--- config.mk ---
export PLATFORM = sky130hd
export DESIGN_NAME = onewire_bus_master
export DESIGN_NICKNAME = d
export VERILOG_FILES = /design/src/design/owm_pkg.sv /design/src/design/owm_cfg_regs.sv /design/src/design/owm_core.sv /design/src/design/owm_out_buf.sv /design/src/design/onewire_bus_master.sv
export SDC_FILE = /design/constraint.sdc
export NUM_CORES = 1
export LEC_CHECK = 0
export BUFFER_PORTS_ARGS = -buffer_cell sky130_fd_sc_hd__buf_2
export CAP_MARGIN = 40
export CORE_ASPECT_RATIO = 0.75
export CORE_MARGIN = 2
export CORE_UTILIZATION = 57
export CTS_CLUSTER_SIZE = 30
export DETAILED_ROUTE_END_ITERATION = 8
export HOLD_SLACK_MARGIN = 0.12
export PLACE_DENSITY = 0.83
export SLEW_MARGIN = 25
export SYNTH_ARGS = -nofsm -noshare
export SYNTH_HDL_FRONTEND = slang
export SYNTH_SLANG_ARGS = --single-unit
--- constraint.sdc ---
create_clock -name clk -period 6.11 [get_ports clk]
set_input_delay 1.222 -clock clk [delete_from_list [all_inputs] [get_ports clk]]
set_output_delay 1.222 -clock clk [all_outputs]
set_load 0.02 [all_outputs]
--- src/design/owm_pkg.sv ---
`timescale 1ns / 1ps
`default_nettype none
// ---------------------------------------------------------------------------
// owm_pkg: shared types for the single-wire bus master
// Request and result payloads, configuration record and phase codes.
// ---------------------------------------------------------------------------
package owm_pkg;

  localparam int unsigned TickW   = 16;
  localparam int unsigned CfgIdxW = 3;

  typedef enum logic [1:0] {
    OP_TICK  = 2'd0,
    OP_RESET = 2'd1,
    OP_WRITE = 2'd2,
    OP_READ  = 2'd3
  } owm_op_t;

  typedef enum logic [CfgIdxW-1:0] {
    CFG_RESET_LOW     = 3'd0,
    CFG_PRESENCE_WAIT = 3'd1,
    CFG_RESET_TAIL    = 3'd2,
    CFG_WRITE_ONE_LOW = 3'd3,
    CFG_WRITE_ZERO_LOW = 3'd4,
    CFG_WRITE_SLOT    = 3'd5,
    CFG_READ_LOW      = 3'd6,
    CFG_READ_SLOT     = 3'd7
  } owm_cfg_idx_t;

  typedef enum logic [2:0] {
    PH_IDLE  = 3'd0,
    PH_RLOW  = 3'd1,
    PH_RWAIT = 3'd2,
    PH_RTAIL = 3'd3,
    PH_WRITE = 3'd4,
    PH_READ  = 3'd5
  } owm_phase_t;

  typedef struct packed {
    logic [1:0] operation;
    logic [7:0] write_data;
    logic       line_level;
  } owm_in_t;

  typedef struct packed {
    logic       drive_low;
    logic       busy_res;
    logic       done_res;
    logic [7:0] read_data;
    logic [1:0] presence_bits;
  } owm_out_t;

  typedef struct packed {
    logic [TickW-1:0] reset_low_ticks;
    logic [TickW-1:0] presence_wait_ticks;
    logic [TickW-1:0] reset_tail_ticks;
    logic [TickW-1:0] write_one_low_ticks;
    logic [TickW-1:0] write_zero_low_ticks;
    logic [TickW-1:0] write_slot_ticks;
    logic [TickW-1:0] read_low_ticks;
    logic [TickW-1:0] read_slot_ticks;
  } owm_cfg_t;

  // zero duration counts as one tick
  function automatic logic [TickW-1:0] at_least_one(input logic [TickW-1:0] v);
    at_least_one = (v == '0) ? {{(TickW-1){1'b0}}, 1'b1} : v;
  endfunction

endpackage
`default_nettype wire

--- src/design/owm_cfg_regs.sv ---
`timescale 1ns / 1ps
`default_nettype none
// ---------------------------------------------------------------------------
// owm_cfg_regs: timing register bank
// Eight 16-bit tick counts, written through a plain write port.
// ---------------------------------------------------------------------------
module owm_cfg_regs
  import owm_pkg::*;
(
  input  wire logic               clk,
  input  wire logic               rst_n,
  input  wire logic               cfg_we,
  input  wire logic [CfgIdxW-1:0] cfg_index,
  input  wire logic [TickW-1:0]   cfg_wdata,
  output owm_cfg_t                cfg_o
);

  owm_cfg_t cfg_r, cfg_nxt;

  always_comb begin
    cfg_nxt = cfg_r;
    if (cfg_we) begin
      unique case (owm_cfg_idx_t'(cfg_index))
        CFG_RESET_LOW:      cfg_nxt.reset_low_ticks      = cfg_wdata;
        CFG_PRESENCE_WAIT:  cfg_nxt.presence_wait_ticks  = cfg_wdata;
        CFG_RESET_TAIL:     cfg_nxt.reset_tail_ticks     = cfg_wdata;
        CFG_WRITE_ONE_LOW:  cfg_nxt.write_one_low_ticks  = cfg_wdata;
        CFG_WRITE_ZERO_LOW: cfg_nxt.write_zero_low_ticks = cfg_wdata;
        CFG_WRITE_SLOT:     cfg_nxt.write_slot_ticks     = cfg_wdata;
        CFG_READ_LOW:       cfg_nxt.read_low_ticks       = cfg_wdata;
        CFG_READ_SLOT:      cfg_nxt.read_slot_ticks      = cfg_wdata;
        default:            cfg_nxt = cfg_r;
      endcase
    end
  end

  always_ff @(posedge clk) begin
    if (!rst_n) begin
      cfg_r.reset_low_ticks      <= 16'd500;
      cfg_r.presence_wait_ticks  <= 16'd100;
      cfg_r.reset_tail_ticks     <= 16'd400;
      cfg_r.write_one_low_ticks  <= 16'd10;
      cfg_r.write_zero_low_ticks <= 16'd60;
      cfg_r.write_slot_ticks     <= 16'd100;
      cfg_r.read_low_ticks       <= 16'd10;
      cfg_r.read_slot_ticks      <= 16'd125;
    end else begin
      cfg_r <= cfg_nxt;
    end
  end

  assign cfg_o = cfg_r;

endmodule
`default_nettype wire

--- src/design/owm_core.sv ---
`timescale 1ns / 1ps
`default_nettype none
// ---------------------------------------------------------------------------
// owm_core: bus sequencer
// Phase, tick counter and shift registers; one tick per accepted request.
// ---------------------------------------------------------------------------
module owm_core
  import owm_pkg::*;
(
  input  wire logic     clk,
  input  wire logic     rst_n,
  input  wire logic     tick_en,
  input  wire owm_in_t  req_i,
  input  wire owm_cfg_t cfg_i,
  output owm_out_t      res_o
);

  owm_phase_t       phase_r, phase_nxt;
  logic [TickW-1:0] tick_count_r, tick_count_nxt;
  logic [2:0]       bit_index_r, bit_index_nxt;
  logic [7:0]       shift_byte_r, shift_byte_nxt;
  logic [7:0]       read_result_r, read_result_nxt;
  logic [1:0]       presence_r, presence_nxt;

  logic             drive;
  logic             done;
  logic [TickW:0]   cnt_inc;
  logic [TickW-1:0] low_t;
  logic [TickW-1:0] slot_t;
  logic [TickW:0]   samp_pt;

  always_comb begin
    phase_nxt       = phase_r;
    tick_count_nxt  = tick_count_r;
    bit_index_nxt   = bit_index_r;
    shift_byte_nxt  = shift_byte_r;
    read_result_nxt = read_result_r;
    presence_nxt    = presence_r;
    drive           = 1'b0;
    done            = 1'b0;
    low_t           = '0;
    slot_t          = '0;
    samp_pt         = '0;

    // command start, only from idle
    if (phase_r == PH_IDLE && owm_op_t'(req_i.operation) != OP_TICK) begin
      tick_count_nxt = '0;
      bit_index_nxt  = '0;
      unique case (owm_op_t'(req_i.operation))
        OP_RESET: begin
          phase_nxt    = PH_RLOW;
          presence_nxt = 2'b00;
        end
        OP_WRITE: begin
          phase_nxt      = PH_WRITE;
          shift_byte_nxt = req_i.write_data;
        end
        OP_READ: begin
          phase_nxt      = PH_READ;
          shift_byte_nxt = 8'h00;
        end
        default: phase_nxt = PH_IDLE;
      endcase
    end

    cnt_inc = {1'b0, tick_count_nxt} + {{TickW{1'b0}}, 1'b1};

    unique case (phase_nxt)
      PH_RLOW: begin
        drive          = 1'b1;
        tick_count_nxt = cnt_inc[TickW-1:0];
        if (cnt_inc >= {1'b0, at_least_one(cfg_i.reset_low_ticks)}) begin
          phase_nxt      = PH_RWAIT;
          tick_count_nxt = '0;
        end
      end
      PH_RWAIT: begin
        tick_count_nxt = cnt_inc[TickW-1:0];
        if (cnt_inc >= {1'b0, at_least_one(cfg_i.presence_wait_ticks)}) begin
          presence_nxt[0] = req_i.line_level;
          phase_nxt       = PH_RTAIL;
          tick_count_nxt  = '0;
        end
      end
      PH_RTAIL: begin
        tick_count_nxt = cnt_inc[TickW-1:0];
        if (cnt_inc >= {1'b0, at_least_one(cfg_i.reset_tail_ticks)}) begin
          presence_nxt[1] = req_i.line_level;
          phase_nxt       = PH_IDLE;
          tick_count_nxt  = '0;
          done            = 1'b1;
        end
      end
      PH_WRITE: begin
        low_t  = shift_byte_nxt[bit_index_nxt] ? at_least_one(cfg_i.write_one_low_ticks)
                                               : at_least_one(cfg_i.write_zero_low_ticks);
        slot_t = at_least_one(cfg_i.write_slot_ticks);
        drive  = (tick_count_nxt < low_t);
        tick_count_nxt = cnt_inc[TickW-1:0];
        if (cnt_inc >= {1'b0, slot_t}) begin
          tick_count_nxt = '0;
          if (bit_index_nxt == 3'd7) begin
            phase_nxt     = PH_IDLE;
            bit_index_nxt = '0;
            done          = 1'b1;
          end else begin
            bit_index_nxt = bit_index_nxt + 3'd1;
          end
        end
      end
      PH_READ: begin
        low_t   = at_least_one(cfg_i.read_low_ticks);
        slot_t  = at_least_one(cfg_i.read_slot_ticks);
        // sample point sits one low time after release, clipped to the slot
        samp_pt = {low_t, 1'b0};
        if (samp_pt > {1'b0, slot_t}) begin
          samp_pt = {1'b0, slot_t};
        end
        drive = (tick_count_nxt < low_t);
        if (cnt_inc == samp_pt) begin
          shift_byte_nxt[bit_index_nxt] = shift_byte_nxt[bit_index_nxt] | req_i.line_level;
        end
        tick_count_nxt = cnt_inc[TickW-1:0];
        if (cnt_inc >= {1'b0, slot_t}) begin
          tick_count_nxt = '0;
          if (bit_index_nxt == 3'd7) begin
            read_result_nxt = shift_byte_nxt;
            phase_nxt       = PH_IDLE;
            bit_index_nxt   = '0;
            done            = 1'b1;
          end else begin
            bit_index_nxt = bit_index_nxt + 3'd1;
          end
        end
      end
      default: begin
        phase_nxt = PH_IDLE;
      end
    endcase
  end

  always_ff @(posedge clk) begin
    if (!rst_n) begin
      phase_r       <= PH_IDLE;
      tick_count_r  <= '0;
      bit_index_r   <= '0;
      shift_byte_r  <= '0;
      read_result_r <= '0;
      presence_r    <= '0;
    end else if (tick_en) begin
      phase_r       <= phase_nxt;
      tick_count_r  <= tick_count_nxt;
      bit_index_r   <= bit_index_nxt;
      shift_byte_r  <= shift_byte_nxt;
      read_result_r <= read_result_nxt;
      presence_r    <= presence_nxt;
    end
  end

  always_comb begin
    res_o.drive_low     = drive;
    res_o.busy_res      = (phase_nxt != PH_IDLE);
    res_o.done_res      = done;
    res_o.read_data     = read_result_nxt;
    res_o.presence_bits = presence_nxt;
  end

endmodule
`default_nettype wire

--- src/design/owm_out_buf.sv ---
`timescale 1ns / 1ps
`default_nettype none
// ---------------------------------------------------------------------------
// owm_out_buf: result register with skid stage
// Holds up to two results so the request side can take one more while the output stalls.
// ---------------------------------------------------------------------------
module owm_out_buf
  import owm_pkg::*;
(
  input  wire logic     clk,
  input  wire logic     rst_n,
  input  wire logic     push_i,
  input  wire owm_out_t data_i,
  output logic          can_push_o,
  output logic          out_valid,
  input  wire logic     out_ready,
  output owm_out_t      out_data
);

  logic     main_vld_r, main_vld_nxt;
  logic     skid_vld_r, skid_vld_nxt;
  owm_out_t main_r, main_nxt;
  owm_out_t skid_r, skid_nxt;
  logic     take;

  assign take       = main_vld_r && out_ready;
  assign can_push_o = !skid_vld_r;

  always_comb begin
    main_vld_nxt = main_vld_r;
    skid_vld_nxt = skid_vld_r;
    main_nxt     = main_r;
    skid_nxt     = skid_r;
    priority if (skid_vld_r) begin
      if (take) begin
        main_nxt     = skid_r;
        skid_vld_nxt = 1'b0;
      end
    end else if (push_i && main_vld_r && !take) begin
      skid_nxt     = data_i;
      skid_vld_nxt = 1'b1;
    end else if (push_i) begin
      main_nxt     = data_i;
      main_vld_nxt = 1'b1;
    end else if (take) begin
      main_vld_nxt = 1'b0;
    end
  end

  always_ff @(posedge clk) begin
    if (!rst_n) begin
      main_vld_r <= 1'b0;
      skid_vld_r <= 1'b0;
    end else begin
      main_vld_r <= main_vld_nxt;
      skid_vld_r <= skid_vld_nxt;
    end
  end

  always_ff @(posedge clk) begin
    main_r <= main_nxt;
    skid_r <= skid_nxt;
  end

  assign out_valid = main_vld_r;
  assign out_data  = main_r;

endmodule
`default_nettype wire

--- src/design/onewire_bus_master.sv ---
`timescale 1ns / 1ps
`default_nettype none
// ---------------------------------------------------------------------------
// onewire_bus_master: tick-driven single-wire bus master
// Each request is one tick of the bus timebase; each yields one result.
// ---------------------------------------------------------------------------
// Usage
//   in_*   : one request per bus tick: operation (tick only, bus reset,
//            write byte, read byte), write byte and the sampled line level.
//            A command is taken only on a tick that starts idle.
//   out_*  : one result per request: drive_low for the pin, busy, done,
//            last read byte and the two presence bits.
//   cfg_*  : slot timing registers in ticks, written while idle.
// Result  : a request accepted at edge N is written into the result buffer at N
//           and shown on out_* unless older results wait; the sequencer state is updated at N.
// Throughput: one request per cycle while in_ready is high, bounded by the update of
//           the phase/tick counter loop in owm_core on each accepted request.
// Stall   : a two-entry result buffer sits on the out side; with out_ready
//           low, one further request is taken, then in_ready drops until
//           the receiver takes a result.
// Reset   : synchronous, active low. Phase idle, counters and stored bytes
//           cleared, timing registers back to their defaults, buffer empty.
// ---------------------------------------------------------------------------
module onewire_bus_master
  import owm_pkg::*;
(
  input  wire logic               clk,
  input  wire logic               rst_n,
  // request channel
  input  wire logic               in_valid,
  output logic                    in_ready,
  input  wire owm_in_t            in_data,
  // result channel
  output logic                    out_valid,
  input  wire logic               out_ready,
  output owm_out_t                out_data,
  // configuration write port
  input  wire logic               cfg_we,
  input  wire logic [CfgIdxW-1:0] cfg_index,
  input  wire logic [TickW-1:0]   cfg_wdata
);

  owm_cfg_t cfg;
  owm_out_t core_res;
  logic     req_fire;
  logic     buf_room;

  // a request is a tick: state advances only when one is taken
  assign in_ready = buf_room;
  assign req_fire = in_valid && buf_room;

  owm_cfg_regs u_cfg (
    .clk       (clk),
    .rst_n     (rst_n),
    .cfg_we    (cfg_we),
    .cfg_index (cfg_index),
    .cfg_wdata (cfg_wdata),
    .cfg_o     (cfg)
  );

  owm_core u_core (
    .clk     (clk),
    .rst_n   (rst_n),
    .tick_en (req_fire),
    .req_i   (in_data),
    .cfg_i   (cfg),
    .res_o   (core_res)
  );

  // result register plus skid entry
  owm_out_buf u_obuf (
    .clk        (clk),
    .rst_n      (rst_n),
    .push_i     (req_fire),
    .data_i     (core_res),
    .can_push_o (buf_room),
    .out_valid  (out_valid),
    .out_ready  (out_ready),
    .out_data   (out_data)
  );

endmodule
`default_nettype wire

==> metrics.md <==
| Metric | Value |
|---|---|
| Status | `finished, final reports clean` |
| Leading cell type in the layout, fill and taps excluded | `nand2_1` |
| Antenna Diode Count | `0` |
| Seq/Total Area, Yosys | `33.3%` |
| WHS | `0.459 ns` |
| Final core occ | `63.1%` |
| Comb pwr share | `16.4%` |
| Startpoint types | `input port` |
| Pin count of the biggest net entering global routing | `83` |
| Post-CTS setup buffer count | `0` |
| Final hold vios | `0` |
| Final Wtd Congestion | `1.06` |
| CTS Buf Count | `17` |
| Layout cells sized above 1 | `10.5%` |
| # rows | `47` |
| Post-CTS sizing | `0` |
| GRT overflow | `0` |
| Cell area after synthesis | `12600 µm²` |
| Via-per-instance ratio | `6.52` |
| Syn Area/Cell | `7.86 µm²` |
| Skew-Pair Late Insertion Delay | `0.45 ns` |
| Worst Setup End Kind | `register` |
| Die Width | `175 µm` |
| Worst-Margin Slew | `0.778 ns` |
| Met3 routed WL | `6230 µm` |
| DRC violation total after the first TritonRoute iteration | `1790` |
| Die Area | `23300 µm²` |
| Clk Tree Root Cell | `clkbuf_16` |
| Total negative setup slack | `0 ns` |
| Arrival time at the worst endpoint | `6.13 ns` |
| Commonest cells after routing, fill and taps aside | `312 x nand2_1, 172 x a21oi_1, 170 x dfxtp_1, 116 x ha_1, 106 x inv_1` |
| Layout Skew | `0.0146 ns` |
| Total core area | `21900 µm²` |
| # DRC | `0` |
| Initial Util | `57.5%` |
| Crit path required time | `6.44 ns` |
| Hold Path Sink | `u_cfg.cfg_o[64]` |
| Post-layout min period | `5.80 ns` |
| Fillers | `1904` |
| #FFs+latches synth | `196` |
| WL/cell | `22.0 µm` |
| Port bufs | `49` |
| Hold Path Origin | `u_cfg.cfg_o[64]` |
| R2R cell count | `22` |
| Final Setup Violations | `0` |
| Clock Path Buffers | `2` |
| Area occupied by multi-input gates | `7570 µm²` |
| Ys Warns | `0` |
| Switch Pwr | `973 µW` |
| Max-cap violations | `0` |
| PwrDens | `221 nW/µm²` |
| DRT Wirelength | `42200 µm` |
| FMAX | `0.172 GHz` |
| Slew Viols, Final | `0` |
| Number of distinct library cells after synthesis | `88` |
| Total GRT Usage | `36.1%` |
| Vias in the first global route | `11400` |
| Mapped Cells | `1600` |
| M1 WL | `17300 µm` |
| Via Count | `12500` |
| WL met2 | `17200 µm` |
| Clk network pwr share | `38.2%` |
| Final worst path period share | `95.0%` |
| DRT Pass-1 Iters | `6` |
| Register-to-register setup slack | `0.75 ns` |
| Max VDD drop | `0.161 mV` |
| Hold-fix buffers, CTS | `0` |
| Cell Int Power | `2.07 mW` |
| CTS tree | `done` |
| Main flop type after synthesis | `dfxtp_1` |
| Final net count | `1762` |
| Async set-reset flop share out of synthesis | `0%` |
| CTS Sinks | `196` |
| WHS Path Cells | `2` |
| Sequential share of power | `45.4%` |
| Layout Cells excl Fill | `1918` |
| Worst slew margin | `48.0%` |
| Leak Pwr | `5.56 nW` |
| Layout area overhead | `9.75%` |
| RSZ-0062 raised after global routing | `no` |
| Post-synth EDFFs | `26` |
| H-tree depth | `4` |
| Clk slew on worst S/H paths | `0.08 ns` |
| Worst reg2reg endpoint | `u_core.tick_count_r[6]` |
| Die Span Y | `133 µm` |
| Critical Path Fanout Max | `19` |
| Top Metal Used | `met4` |
| Pre-CTS WS | `0.110 ns` |
| I/O pins | `50` |
| Initial antenna violation count | `0` |
| # placed instances | `1884` |
| FF+latch area | `4180 µm²` |
| CP Class | `input port to register` |
| Syn_nets | `1751` |
| Worst Hold Class | `register to register` |
| Switching Fraction | `31.9%` |
| First-pass GRT wire length | `65200 µm` |
| Worst Slack Setup Final | `0.306 ns` |
| Dpl hpwl | `30800 µm` |
| R2R Path Start | `u_core.phase_r[2]` |
| Detail Route Antenna Nets | `0` |
## synthesized netlist by cell type (6+ instances only)
library cell / count / area share (%)
nand2_1: 313 / 9.3
a21oi_1: 172 / 6.8
dfxtp_1: 170 / 27
ha_1: 116 / 12
inv_1: 106 / 3.2
clkbuf_1: 68 / 2.0
nor2_1: 65 / 1.9
nand3_1: 44 / 1.8
o21ai_0: 38 / 1.5
nor4_1: 34 / 1.7
nor3_1: 33 / 1.3
o211ai_1: 28 / 1.7
a21o_1: 27 / 1.6
edfxtp_1: 26 / 6.2
o31ai_1: 26 / 1.6
mux2i_1: 23 / 1.8
nand4_1: 22 / 1.1
a211oi_1: 19 / 1.1
xnor2_1: 19 / 1.3
and2_1: 18 / 0.90
clkbuf_2: 16 / 0.64
a32oi_1: 14 / 0.98
nor2b_1: 14 / 0.70
buf_2: 13 / 0.52
o22ai_1: 13 / 0.65
o21a_1: 10 / 0.60
nand2b_1: 8 / 0.40
nor3b_1: 8 / 0.48
or3_1: 8 / 0.40
o221ai_1: 7 / 0.49
o2111ai_1: 6 / 0.42
o311ai_1: 6 / 0.42
## registers in the layout, indices dropped and copies added, names as in the netlist
name,flops
u_obuf.skid_r,13
u_core.read_result_r,8
u_core.bit_index_r,3
u_obuf.out_valid,1
u_obuf.out_data,13
u_cfg.cfg_o,128
u_core.tick_count_r,16
u_core.presence_r,2
u_core.shift_byte_r,8
u_obuf.skid_vld_r,1
u_core.phase_r,3
## through the flow
stage / area [µm²] / power [mW]
after floorplan: 12600 / 1.72
after global placement: 13100 / 1.87
after global routing: 13800 / 3.13
final: 13800 / 3.04
after detailed placement: 13200 / 1.88
after CTS: 13800 / 3.02
## worst max-delay path, cell delays in order
cell and delay [ns]:
buf_2 0.11, or2_0 0.25, nand2_1 0.14, nand2_1 0.10
inv_1 0.11, ha_1 0.31, buf_4 0.20, nand2_1 0.13
xor2_1 0.19, nor2_1 0.56, buf_4 0.25, ha_1 0.15
nand4_1 0.13, or3_1 0.37, o221ai_1 0.18, maj3_1 0.20
nand2_1 0.06, a41oi_1 0.29, nor2b_1 0.09, a2111o_1 0.43
buf_12 0.17, a311oi_1 0.35, o22ai_1 0.11
## routing by layer
layer,global-route usage [%],vias to the layer above
met5,0,-
li1,-,5732
met4,12.7,0
met3,11.3,121
met1,52.3,5842
met2,50.3,812
## cells by family (layout without fill, tap and decap cells)
logic type / count (synthesis) / count (layout) / synth area share (%)
xor+xnor: 22 / 22 / 1.53
buf+inv: 215 / 239 / 6.95
simple gates: 599 / 599 / 22.2
flops: 196 / 196 / 33.3
fa+ha+maj: 121 / 121 / 12.0
compound gates: 417 / 417 / 21.6
mux: 30 / 30 / 2.51
## area by class of cell
class	count	share of cell area, %
Inverter	108	2.95
Tap cell	294	2.67
Timing Repair Buffer	99	4.76
Clock buffer	18	3.11
Multi-Input combinational cell	1189	54.9
Sequential cell	196	30.3
Clock inverter	14	1.33
## power by group through the flow
stage	sequential, mW	clock [mW]	combinational [mW]
after floorplan	1.40	0	0.318
after global placement	1.41	0	0.465
after detailed placement	1.41	0	0.475
after CTS	1.38	1.16	0.478
after global routing	1.39	1.21	0.534
final	1.38	1.16	0.500
## worst max path at each step
stage | start | end | slack, ns | cells past startpoint
3_5_place_dp | in_data[10] | u_core.tick_count_r[6] | 0.11 | 23
3_3_place_gp | in_data[10] | u_core.tick_count_r[13] | 0.24 | 24
5_1_grt | in_data[10] | u_core.tick_count_r[6] | 0.05 | 24
4_1_cts | in_data[10] | u_core.tick_count_r[6] | 0.39 | 24
6_report | in_data[10] | u_core.tick_count_r[6] | 0.31 | 23
2_1_floorplan | in_data[10] | u_core.tick_count_r[14] | 0.01 | 28
Power figures use the tool's default switching activity.
